$ cat config.mk
export PLATFORM = sky130hd
export DESIGN_NAME = masked_line_editor_flat
export DESIGN_NICKNAME = d
export VERILOG_FILES = /design/src/hw/rtl/mle_pkg.sv /design/src/hw/rtl/mle_if.sv /design/src/hw/rtl/masked_line_editor.sv /design/src/hw/rtl/mle_ram.sv /design/src/hw/rtl/mle_cfg.sv /design/src/hw/rtl/mle_seq.sv /design/src/flat_wrapper.sv
export SDC_FILE = /design/constraint.sdc
export NUM_CORES = 1
export LEC_CHECK = 0
export BUFFER_PORTS_ARGS = -buffer_cell sky130_fd_sc_hd__buf_2
export CAP_MARGIN = 20
export CORE_MARGIN = 1.5
export CORE_UTILIZATION = 40
export CTS_CLUSTER_DIAMETER = 150
export CTS_CLUSTER_SIZE = 30
export DETAILED_ROUTE_END_ITERATION = 8
export GPL_TIMING_DRIVEN = 0
export PLACE_DENSITY_LB_ADDON = 0.15
export SLEW_MARGIN = 20
export SYNTH_ARGS = -nofsm -noshare
export SYNTH_HDL_FRONTEND = slang
export SYNTH_SLANG_ARGS = --single-unit
$ cat constraint.sdc
create_clock -name clk -period 2.9 [get_ports clk]
set_input_delay 0.435 -clock clk [delete_from_list [all_inputs] [get_ports clk]]
set_output_delay 0.435 -clock clk [all_outputs]
set_load 0.03 [all_outputs]
$ cat src/hw/rtl/mle_pkg.sv
// ----------------------------------------------------------------------------
// mle_pkg: shared types and constants of the masked line editor
// Result kinds, console byte codes, register map and the line store request.
// ----------------------------------------------------------------------------
`default_nettype none

package mle_pkg;

	// Width of the character count, the limit register and line_length.
	localparam int CNT_W = 6;
	localparam int BYTE_W = 8;
	localparam int KIND_W = 2;

	// Configuration port.
	localparam int PADDR_W = 3;
	localparam int PDATA_W = 32;
	localparam logic REG_MAX_CHARS = 1'b0;
	localparam logic [CNT_W-1:0] MAX_CHARS_RST = 6'd30;

	// Result kinds.
	localparam logic [KIND_W-1:0] KIND_ECHO  = 2'd0;
	localparam logic [KIND_W-1:0] KIND_DATA  = 2'd1;
	localparam logic [KIND_W-1:0] KIND_DONE  = 2'd2;
	localparam logic [KIND_W-1:0] KIND_ABORT = 2'd3;

	// Console byte codes.
	localparam logic [BYTE_W-1:0] CH_NUL  = 8'h00;
	localparam logic [BYTE_W-1:0] CH_ETX  = 8'h03;
	localparam logic [BYTE_W-1:0] CH_BEL  = 8'h07;
	localparam logic [BYTE_W-1:0] CH_BS   = 8'h08;
	localparam logic [BYTE_W-1:0] CH_TAB  = 8'h09;
	localparam logic [BYTE_W-1:0] CH_LF   = 8'h0A;
	localparam logic [BYTE_W-1:0] CH_CR   = 8'h0D;
	localparam logic [BYTE_W-1:0] CH_SP   = 8'h20;
	localparam logic [BYTE_W-1:0] CH_STAR = 8'h2A;
	localparam logic [BYTE_W-1:0] CH_DEL  = 8'h7F;

	// Access to the line store; addresses are sliced to the store depth.
	typedef struct packed {
		logic              we;
		logic [CNT_W-1:0]  waddr;
		logic [BYTE_W-1:0] wdata;
		logic              re;
		logic [CNT_W-1:0]  raddr;
	} mem_req_t;

endpackage

`default_nettype wire

$ cat src/hw/rtl/mle_if.sv
// ----------------------------------------------------------------------------
// mle_if: stream channels of the masked line editor
// Input channel with one console byte and result channel with one result word.
// ----------------------------------------------------------------------------
`default_nettype none

interface mle_rx_if;
	logic                           valid;
	logic                           ready;
	logic [mle_pkg::BYTE_W-1:0]     rx_byte;

	modport source (output valid, output rx_byte, input ready);
	modport sink (input valid, input rx_byte, output ready);
endinterface

interface mle_res_if;
	logic                           valid;
	logic                           ready;
	logic [mle_pkg::BYTE_W-1:0]     out_byte;
	logic [mle_pkg::KIND_W-1:0]     out_kind;
	logic [mle_pkg::CNT_W-1:0]      line_length;
	logic                           last;

	modport source (output valid, output out_byte, output out_kind,
		output line_length, output last, input ready);
	modport sink (input valid, input out_byte, input out_kind,
		input line_length, input last, output ready);
endinterface

`default_nettype wire

$ cat src/hw/rtl/masked_line_editor.sv
// Answers: a stored, belled or abort byte loads its word into the output
// register when it is free, else via the echo state; erase gives three words.
// Throughput: one byte per cycle for ordinary bytes while the output is free;
// enter gives CR, LF, a registered read plus data word per character, then DONE.
// Reset (arst_n low, asynchronous): empty line, max_chars back to 30, no word
// pending. The line store itself is not cleared; only written entries are read.
// ----------------------------------------------------------------------------
// masked_line_editor: console line editor with masked echo
// Edits a hidden line from console bytes, echoes '*' per stored character and
// delivers the line on enter.
// ----------------------------------------------------------------------------
`default_nettype none

module masked_line_editor #(
	parameter int LINE_DEPTH = 32
) (
	input  wire logic                          clk,
	input  wire logic                          arst_n,
	mle_rx_if.sink                             rx,
	mle_res_if.source                          tx,
	input  wire logic                          psel,
	input  wire logic                          penable,
	input  wire logic                          pwrite,
	input  wire logic [mle_pkg::PADDR_W-1:0]   paddr,
	input  wire logic [mle_pkg::PDATA_W-1:0]   pwdata,
	output logic      [mle_pkg::PDATA_W-1:0]   prdata,
	output logic                               pready
);

	// Address width of the line store.
	localparam int AW = $clog2(LINE_DEPTH);

	logic [mle_pkg::CNT_W-1:0]  max_chars;
	mle_pkg::mem_req_t          mem_req;
	logic [mle_pkg::BYTE_W-1:0] mem_rdata;

	// Limit register; user must write it only while the editor is idle (unenforced).
	mle_cfg u_cfg (
		.clk       (clk),
		.arst_n    (arst_n),
		.psel      (psel),
		.penable   (penable),
		.pwrite    (pwrite),
		.paddr     (paddr),
		.pwdata    (pwdata),
		.prdata    (prdata),
		.pready    (pready),
		.max_chars (max_chars)
	);

	// The sequencer owns the character count and the output register. It
	// writes a stored byte in the cycle the byte is accepted, and on enter
	// reads the line back one entry at a time. No new byte is taken until a
	// drain is over, so a read never meets a write to the same entry.
	mle_seq #(
		.LINE_DEPTH (LINE_DEPTH)
	) u_seq (
		.clk       (clk),
		.arst_n    (arst_n),
		.max_chars (max_chars),
		.rx        (rx),
		.tx        (tx),
		.mem_req   (mem_req),
		.mem_rdata (mem_rdata)
	);

	// The hidden line itself.
	mle_ram #(
		.WIDTH (mle_pkg::BYTE_W),
		.DEPTH (LINE_DEPTH)
	) u_line_ram (
		.clk   (clk),
		.we    (mem_req.we),
		.waddr (mem_req.waddr[AW-1:0]),
		.wdata (mem_req.wdata),
		.re    (mem_req.re),
		.raddr (mem_req.raddr[AW-1:0]),
		.rdata (mem_rdata)
	);

endmodule

`default_nettype wire

$ cat src/hw/rtl/mle_ram.sv
// ----------------------------------------------------------------------------
// mle_ram: generic single-clock RAM
// One write port and one read port; read data is registered and holds
// its value while no read is issued.
// ----------------------------------------------------------------------------
`default_nettype none

module mle_ram #(
	parameter int WIDTH = 8,
	parameter int DEPTH = 32
) (
	input  wire logic                     clk,
	input  wire logic                     we,
	input  wire logic [$clog2(DEPTH)-1:0] waddr,
	input  wire logic [WIDTH-1:0]         wdata,
	input  wire logic                     re,
	input  wire logic [$clog2(DEPTH)-1:0] raddr,
	output logic      [WIDTH-1:0]         rdata
);

	logic [WIDTH-1:0] mem_q [DEPTH];

	always_ff @(posedge clk) begin
		if (we) begin
			mem_q[waddr] <= wdata;
		end
		if (re) begin
			rdata <= mem_q[raddr];
		end
	end

endmodule

`default_nettype wire

$ cat src/hw/rtl/mle_cfg.sv
// ----------------------------------------------------------------------------
// mle_cfg: configuration register file
// APB-style access to the character limit register.
// ----------------------------------------------------------------------------
`default_nettype none

module mle_cfg (
	input  wire logic                          clk,
	input  wire logic                          arst_n,
	input  wire logic                          psel,
	input  wire logic                          penable,
	input  wire logic                          pwrite,
	input  wire logic [mle_pkg::PADDR_W-1:0]   paddr,
	input  wire logic [mle_pkg::PDATA_W-1:0]   pwdata,
	output logic      [mle_pkg::PDATA_W-1:0]   prdata,
	output logic                               pready,
	output logic      [mle_pkg::CNT_W-1:0]     max_chars
);

	logic [mle_pkg::CNT_W-1:0] max_chars_q;
	logic                      wr_en;

	assign pready = 1'b1;
	assign wr_en = psel && penable && pwrite && (paddr[2] == mle_pkg::REG_MAX_CHARS);

	always_ff @(posedge clk or negedge arst_n) begin
		if (!arst_n) begin
			max_chars_q <= mle_pkg::MAX_CHARS_RST;
		end else if (wr_en) begin
			max_chars_q <= pwdata[mle_pkg::CNT_W-1:0];
		end
	end

	always_comb begin
		prdata = '0;
		if (paddr[2] == mle_pkg::REG_MAX_CHARS) begin
			prdata = {{(mle_pkg::PDATA_W-mle_pkg::CNT_W){1'b0}}, max_chars_q};
		end
	end

	assign max_chars = max_chars_q;

endmodule

`default_nettype wire

$ cat src/hw/rtl/mle_seq.sv
// ----------------------------------------------------------------------------
// mle_seq: line editing sequencer
// Classifies console bytes, keeps the character count, drives the line
// store and emits echo, data and status words through an output register.
// ----------------------------------------------------------------------------
`default_nettype none

module mle_seq #(
	parameter int LINE_DEPTH = 32
) (
	input  wire logic                      clk,
	input  wire logic                      arst_n,
	input  wire logic [mle_pkg::CNT_W-1:0] max_chars,
	mle_rx_if.sink                         rx,
	mle_res_if.source                      tx,
	output mle_pkg::mem_req_t              mem_req,
	input  wire logic [mle_pkg::BYTE_W-1:0] mem_rdata
);

	localparam logic [mle_pkg::CNT_W-1:0] DEPTH_C = mle_pkg::CNT_W'(LINE_DEPTH);

	typedef enum logic [4:0] {
		S_IDLE = 5'b00001,
		S_ECHO = 5'b00010,
		S_READ = 5'b00100,
		S_DATA = 5'b01000,
		S_DONE = 5'b10000
	} state_t;

	typedef enum logic [2:0] {
		OP_STAR,
		OP_BELL,
		OP_ABORT,
		OP_ERASE,
		OP_ENTER
	} op_t;

	typedef enum logic [2:0] {
		CL_IGNORE,
		CL_ENTER,
		CL_ABORT,
		CL_ERASE,
		CL_STORE
	} cls_t;

	state_t                      state_q, state_d;
	op_t                         op_q, op_d;
	logic [1:0]                  step_q, step_d;
	logic [mle_pkg::CNT_W-1:0]   count_q, count_d;
	logic [mle_pkg::CNT_W-1:0]   idx_q, idx_d;
	logic [mle_pkg::CNT_W-1:0]   len_q, len_d;

	logic                        ovalid_q;
	logic [mle_pkg::BYTE_W-1:0]  obyte_q;
	logic [mle_pkg::KIND_W-1:0]  okind_q;
	logic [mle_pkg::CNT_W-1:0]   olen_q;
	logic                        olast_q;

	logic                        ld;
	logic [mle_pkg::BYTE_W-1:0]  ld_byte;
	logic [mle_pkg::KIND_W-1:0]  ld_kind;
	logic [mle_pkg::CNT_W-1:0]   ld_len;
	logic                        ld_last;

	logic [mle_pkg::CNT_W-1:0]   limit;
	logic                        out_free;
	logic                        acc;
	cls_t                        cls;
	op_t                         single_op;
	logic                        single;

	assign limit    = (max_chars > DEPTH_C) ? DEPTH_C : max_chars;
	assign out_free = !ovalid_q || tx.ready;
	assign rx.ready = (state_q == S_IDLE);
	assign acc      = rx.valid && rx.ready;

	always_comb begin
		unique case (rx.rx_byte)
			mle_pkg::CH_NUL, mle_pkg::CH_TAB: cls = CL_IGNORE;
			mle_pkg::CH_CR, mle_pkg::CH_LF:   cls = CL_ENTER;
			mle_pkg::CH_ETX:                  cls = CL_ABORT;
			mle_pkg::CH_BS, mle_pkg::CH_DEL:  cls = CL_ERASE;
			default:                          cls = CL_STORE;
		endcase
	end

	always_comb begin
		state_d   = state_q;
		op_d      = op_q;
		step_d    = step_q;
		count_d   = count_q;
		idx_d     = idx_q;
		len_d     = len_q;
		ld        = 1'b0;
		ld_byte   = '0;
		ld_kind   = mle_pkg::KIND_ECHO;
		ld_len    = '0;
		ld_last   = 1'b0;
		single    = 1'b0;
		single_op = OP_STAR;
		mem_req   = '0;
		mem_req.waddr = count_q;
		mem_req.wdata = rx.rx_byte;
		mem_req.raddr = idx_q;

		unique case (state_q)
			S_IDLE: begin
				if (acc) begin
					unique case (cls)
						CL_IGNORE: begin
						end
						CL_ENTER: begin
							len_d   = count_q;
							count_d = '0;
							idx_d   = '0;
							step_d  = '0;
							op_d    = OP_ENTER;
							state_d = S_ECHO;
						end
						CL_ABORT: begin
							count_d   = '0;
							single    = 1'b1;
							single_op = OP_ABORT;
						end
						CL_ERASE: begin
							if (count_q != '0) begin
								count_d = count_q - 1'b1;
								step_d  = '0;
								op_d    = OP_ERASE;
								state_d = S_ECHO;
							end
						end
						CL_STORE: begin
							single = 1'b1;
							if (count_q < limit) begin
								mem_req.we = 1'b1;
								count_d    = count_q + 1'b1;
								single_op  = OP_STAR;
							end else begin
								single_op  = OP_BELL;
							end
						end
						default: begin
						end
					endcase
				end
				// A one-word answer goes straight to the output register when
				// it is free; otherwise it waits in the echo state.
				if (single) begin
					if (out_free) begin
						ld      = 1'b1;
						ld_last = 1'b1;
						if (single_op == OP_ABORT) begin
							ld_kind = mle_pkg::KIND_ABORT;
						end else if (single_op == OP_BELL) begin
							ld_byte = mle_pkg::CH_BEL;
						end else begin
							ld_byte = mle_pkg::CH_STAR;
						end
					end else begin
						op_d    = single_op;
						step_d  = '0;
						state_d = S_ECHO;
					end
				end
			end
			S_ECHO: begin
				if (out_free) begin
					ld = 1'b1;
					unique case (op_q)
						OP_STAR: begin
							ld_byte = mle_pkg::CH_STAR;
							ld_last = 1'b1;
							state_d = S_IDLE;
						end
						OP_BELL: begin
							ld_byte = mle_pkg::CH_BEL;
							ld_last = 1'b1;
							state_d = S_IDLE;
						end
						OP_ABORT: begin
							ld_kind = mle_pkg::KIND_ABORT;
							ld_last = 1'b1;
							state_d = S_IDLE;
						end
						OP_ERASE: begin
							ld_byte = (step_q == 2'd1) ? mle_pkg::CH_SP : mle_pkg::CH_BS;
							ld_last = (step_q == 2'd2);
							step_d  = step_q + 1'b1;
							if (step_q == 2'd2) begin
								state_d = S_IDLE;
							end
						end
						OP_ENTER: begin
							ld_byte = (step_q == 2'd0) ? mle_pkg::CH_CR : mle_pkg::CH_LF;
							step_d  = step_q + 1'b1;
							if (step_q != 2'd0) begin
								state_d = (len_q == '0) ? S_DONE : S_READ;
							end
						end
						default: begin
							state_d = S_IDLE;
						end
					endcase
				end
			end
			S_READ: begin
				mem_req.re = 1'b1;
				state_d    = S_DATA;
			end
			S_DATA: begin
				if (out_free) begin
					ld      = 1'b1;
					ld_byte = mem_rdata;
					ld_kind = mle_pkg::KIND_DATA;
					idx_d   = idx_q + 1'b1;
					state_d = (idx_q + 1'b1 == len_q) ? S_DONE : S_READ;
				end
			end
			S_DONE: begin
				if (out_free) begin
					ld      = 1'b1;
					ld_kind = mle_pkg::KIND_DONE;
					ld_len  = len_q;
					ld_last = 1'b1;
					state_d = S_IDLE;
				end
			end
			default: begin
				state_d = S_IDLE;
			end
		endcase
	end

	always_ff @(posedge clk or negedge arst_n) begin
		if (!arst_n) begin
			state_q  <= S_IDLE;
			op_q     <= OP_STAR;
			step_q   <= '0;
			count_q  <= '0;
			idx_q    <= '0;
			len_q    <= '0;
			ovalid_q <= 1'b0;
		end else begin
			state_q  <= state_d;
			op_q     <= op_d;
			step_q   <= step_d;
			count_q  <= count_d;
			idx_q    <= idx_d;
			len_q    <= len_d;
			if (ld) begin
				ovalid_q <= 1'b1;
			end else if (tx.ready) begin
				ovalid_q <= 1'b0;
			end
		end
	end

	always_ff @(posedge clk) begin
		if (ld) begin
			obyte_q <= ld_byte;
			okind_q <= ld_kind;
			olen_q  <= ld_len;
			olast_q <= ld_last;
		end
	end

	assign tx.valid       = ovalid_q;
	assign tx.out_byte    = obyte_q;
	assign tx.out_kind    = okind_q;
	assign tx.line_length = olen_q;
	assign tx.last        = olast_q;

endmodule

`default_nettype wire

$ cat src/flat_wrapper.sv
// flat-port wrapper written by rule: the top's interface ports become plain ports
module masked_line_editor_flat 
#(
	parameter int LINE_DEPTH = 32
)
  (clk, arst_n, psel, penable, pwrite, paddr, pwdata, prdata, pready, rx_valid, rx_rx_byte, rx_ready, tx_valid, tx_out_byte, tx_out_kind, tx_line_length, tx_last, tx_ready);
  mle_rx_if rx_i ();
  mle_res_if tx_i ();
  input  wire logic clk;
  input  wire logic arst_n;
  input  wire logic psel;
  input  wire logic penable;
  input  wire logic pwrite;
  input  wire logic [mle_pkg::PADDR_W-1:0] paddr;
  input  wire logic [mle_pkg::PDATA_W-1:0] pwdata;
  output logic      [mle_pkg::PDATA_W-1:0] prdata;
  output logic pready;
  input wire logic [$bits(rx_i.valid)-1:0] rx_valid;
  input wire logic [$bits(rx_i.rx_byte)-1:0] rx_rx_byte;
  output wire logic [$bits(rx_i.ready)-1:0] rx_ready;
  output wire logic [$bits(tx_i.valid)-1:0] tx_valid;
  output wire logic [$bits(tx_i.out_byte)-1:0] tx_out_byte;
  output wire logic [$bits(tx_i.out_kind)-1:0] tx_out_kind;
  output wire logic [$bits(tx_i.line_length)-1:0] tx_line_length;
  output wire logic [$bits(tx_i.last)-1:0] tx_last;
  input wire logic [$bits(tx_i.ready)-1:0] tx_ready;
  assign rx_i.valid = rx_valid;
  assign rx_i.rx_byte = rx_rx_byte;
  assign rx_ready = rx_i.ready;
  assign tx_valid = tx_i.valid;
  assign tx_out_byte = tx_i.out_byte;
  assign tx_out_kind = tx_i.out_kind;
  assign tx_line_length = tx_i.line_length;
  assign tx_last = tx_i.last;
  assign tx_i.ready = tx_ready;
  masked_line_editor #(.LINE_DEPTH(LINE_DEPTH)) u_core (.clk(clk), .arst_n(arst_n), .rx(rx_i), .tx(tx_i), .psel(psel), .penable(penable), .pwrite(pwrite), .paddr(paddr), .pwdata(pwdata), .prdata(prdata), .pready(pready));
endmodule
==> metrics.md <==
| Metric | Value |
|---|---|
| Fin crit share | `96.4%` |
| Die span in y | `187 um` |
| Critical Path Sink Type | `register` |
| Final max-slew violation count | `0` |
| Die ar. | `0.0350 sq mm` |
| RR Endpoint | `u_core.u_line_ram.rdata[7]` |
| Initial antenna violation count | `0` |
| Setup Skew | `23.4 ps` |
| Sequential Area | `0.00932 sq mm` |
| Worst hold path class | `input pin to asynchronous set/reset pin` |
| Layout Nets | `962` |
| Post-synth EDFFs | `281` |
| CTS tree | `yes` |
| YS warnings | `0` |
| Vias per inst | `5.35` |
| Die X | `187 um` |
| GRT overflow | `0` |
| # rows | `67` |
| # hold bufs at CTS | `0` |
| Worst R2R Setup Slack | `110 ps` |
| Core Area | `0.0334 sq mm` |
| Clk Latency, worst-skew pair | `520 ps` |
| Power Density | `632 mW/mm^2` |
| Slew HR | `35.4%` |
| Worst VDD drop | `0.000339 V` |
| Distinct cell type count after synthesis | `65` |
| Setup crit start kind | `register` |
| Slowest cell on the critical path | `mux4_2` |
| Max-Cap Viols | `0` |
| Reg clk slew, reported paths | `130 ps` |
| Starting Density | `40.5%` |
| Status | `finished clean` |
| Multi-input logic area | `0.00423 sq mm` |
| Leak | `5.29 nW` |
| Total CTS buffers | `14` |
| Minimum clock period | `2790 ps` |
| Port-buffer cells | `46` |
| DRC | `0` |
| Final Setup Violations | `0` |
| H-tree depth | `1` |
| Ys async rst share | `11.1%` |
| Post-synthesis cell area | `0.0135 sq mm` |
| WL final | `30800 um` |
| Mean Syn Cell Area | `17.4 sq um` |
| Unrepaired setup endpoints after global routing | `yes` |
| Gpl congestion | `0.884` |
| Ys flop type | `edfxtp_1` |
| Clk sinks | `316` |
| Synth Instances | `776` |
| Largest net degree at the start of global routing | `41` |
| Root buffer cell | `clkbuf_16` |
| Setup Slack @ Placement | `-993 ps` |
| Synth Register Bits | `316` |
| Layout fillers | `2874` |
| Fin worst setup slack | `105 ps` |
| Boundary Pins | `102` |
| Final antenna-violating net count | `0` |
| Reg-to-Reg Start | `u_core.u_seq.idx_q[0]` |
| Post-DR wirelength/cell | `22.8 um` |
| Crit path max fanout | `10` |
| 1st-iter DRT viols | `645` |
| Worst path cell trace | `clkbuf_1, buf_6, buf_6, mux4_2, mux4_2, mux2_2` |
| Fraction of layout cells with a size suffix above 1 | `33.5%` |
| Worst EP required | `3170 ps` |
| DRT Pass-1 Iters | `5` |
| Crit-path max cell delay | `550 ps` |
| Max Fclk | `0.358 GHz` |
| Tightest Pin Transition | `969 ps` |
| Overall Global Routing Usage | `17.7%` |
| Detailed placement HPWL | `20100 um` |
| Clk buf depth | `3` |
| Vias in the first global route | `7047` |
| Hold violation count in the final report | `0` |
| Area Growth Syn to Fin | `16.4%` |
| Seq/Total Area, Yosys | `68.9%` |
| WHS | `9.66 ps` |
| N_diodes | `0` |
| Worst EP arrival | `3060 ps` |
| Crit Path Class | `register to register` |
| First-pass GRT wire length | `46000 um` |
| R2R cell count | `6` |
| Via count | `7231` |
-- worst max-delay path: cells and delay by family (launching register included) --
| family | cells | cell delay [ps] |
|---|---|---|
| flops | 1 | 400 |
| buf+inv | 3 | 750 |
| mux | 3 | 1370 |
-- where the power goes --
| group | internal (mW) | switching, mW |
|---|---|---|
| sequential | 5.29 | 0.203 |
| combinational | 0.702 | 1.39 |
| clock | 0.994 | 1.38 |
-- kinds of logic (layout without fill, tap and decap cells) --
family	Yosys count	after routing	synth area share [%]
AOI/OAI and AO/OA	76	76	3.77
and+or+nand+nor	177	177	6.63
muxes	102	102	15.1
adders and majority gates	16	16	1.53
DFF	316	316	68.9
buffers and inverters	71	174	2.99
other	2	27	0.0555
xor gates and xnor gates	16	16	1.04
-- per-stage QoR --
stage | instances | util [%] | instance area, sq um | power [mW] | TNS, ps
finish | 1352 | 47.1 | 15800 | 9.96 | 0
detailed placement | 1296 | 43.2 | 14400 | 7.31 | -240310
CTS | 1345 | 46.7 | 15600 | 9.99 | 0
floorplan | 801 | - | 13600 | 6.69 | 0
global route | 1352 | 47.1 | 15800 | 10.4 | -540
global placement | 1295 | 43.1 | 14400 | 7.29 | -245060
-- timing repair --
item,in CTS,in global routing
endpoints found under the setup margin,265,263
gates resized for setup,87,12
pin swaps,27,6
buffers inserted,25,7
-- layout make-up --
| class | count | share of cell area (%) |
|---|---|---|
| well taps | 448 | 3.56 |
| clock buffers | 23 | 2.57 |
| multi-input cells | 414 | 26.9 |
| repair buffers | 79 | 5.10 |
| inverters | 14 | 0.334 |
| flip-flops and latches | 316 | 59.2 |
| clock inverters | 1 | 0.103 |
| plain buffers | 57 | 2.30 |
-- sequential cells by signal, summed over array words and instances (netlist names) --
name and cells:
u_core.u_cfg.max_chars 6, u_core.u_line_ram.mem_q 256, u_core.u_line_ram.rdata 8, u_core.u_seq.count_q 6, u_core.u_seq.idx_q 6, u_core.u_seq.len_q 6, u_core.u_seq.op_q 3, u_core.u_seq.state_q 5
u_core.u_seq.step_q 2, u_core.u_seq.tx.last 1, u_core.u_seq.tx.line_length 6, u_core.u_seq.tx.out_byte 8, u_core.u_seq.tx.out_kind 2, u_core.u_seq.tx.valid 1
-- Yosys cell counts, drive strengths merged (3+ instances only) --
library cell | number | area (sq um)
a221o | 3 | 30.0
nand3 | 14 | 70.1
a21o | 7 | 60.1
clkbuf | 17 | 63.8
a211oi | 3 | 22.5
dfrtp | 30 | 751
nor4 | 3 | 25.0
o22ai | 4 | 25.0
o211ai | 5 | 37.5
nor2 | 68 | 260
mux4 | 80 | 1800
and2 | 6 | 37.5
o31ai | 6 | 45.0
xnor2 | 9 | 78.8
mux2 | 21 | 236
o21ai | 20 | 100
xor2 | 7 | 61.3
edfxtp | 281 | 8440
a21oi | 15 | 75.1
nor2b | 6 | 37.5
and3 | 8 | 50.1
ha | 15 | 188
inv | 14 | 52.6
nor4b | 3 | 38.8
nand4 | 7 | 43.8
nand2 | 32 | 120
nor3 | 10 | 55.1
dfstp | 5 | 131
nand2b | 6 | 37.5
buf | 40 | 288
-- routing by layer --
layer  vias to the layer above  global-route usage [%]  share of wire, %
met3                        30                    2.31               4.3
met4                         0                    3.97               1.8
met5                         -                       0                 0
met1                      3756                    26.3                47
li1                       3254                       -                 -
met2                       191                    28.0                47
-- worst max-delay path by stage --
stage	to	from	slack (ps)	cells after the start
2_1_floorplan	u_core.u_seq.count_q[5]	rx_rx_byte[3]	120	11
3_3_place_gp	u_core.u_seq.tx.out_byte[4]	rx_rx_byte[3]	-1020	8
3_5_place_dp	u_core.u_line_ram.mem_q[1][3]	rx_rx_byte[3]	-990	8
4_1_cts	u_core.u_line_ram.mem_q[13][3]	u_core.u_seq.count_q[4]	4	6
5_1_grt	u_core.u_line_ram.mem_q[11][0]	u_core.u_cfg.max_chars[5]	-30	10
6_report	u_core.u_line_ram.rdata[7]	u_core.u_seq.idx_q[0]	110	6
-- cells in the final DEF (no fill, tap or decap), drive strengths merged, types with 9 or more instances in the layout --
master,count
ha,15
mux4,80
mux2,21
o21ai,20
nor2,68
clkbuf,45
xnor2,9
nand2,32
buf,114
inv,15
dfrtp,30
conb,27
edfxtp,281
nand3,14
a21oi,15
nor3,10
(Power assumes the default switching activity.)
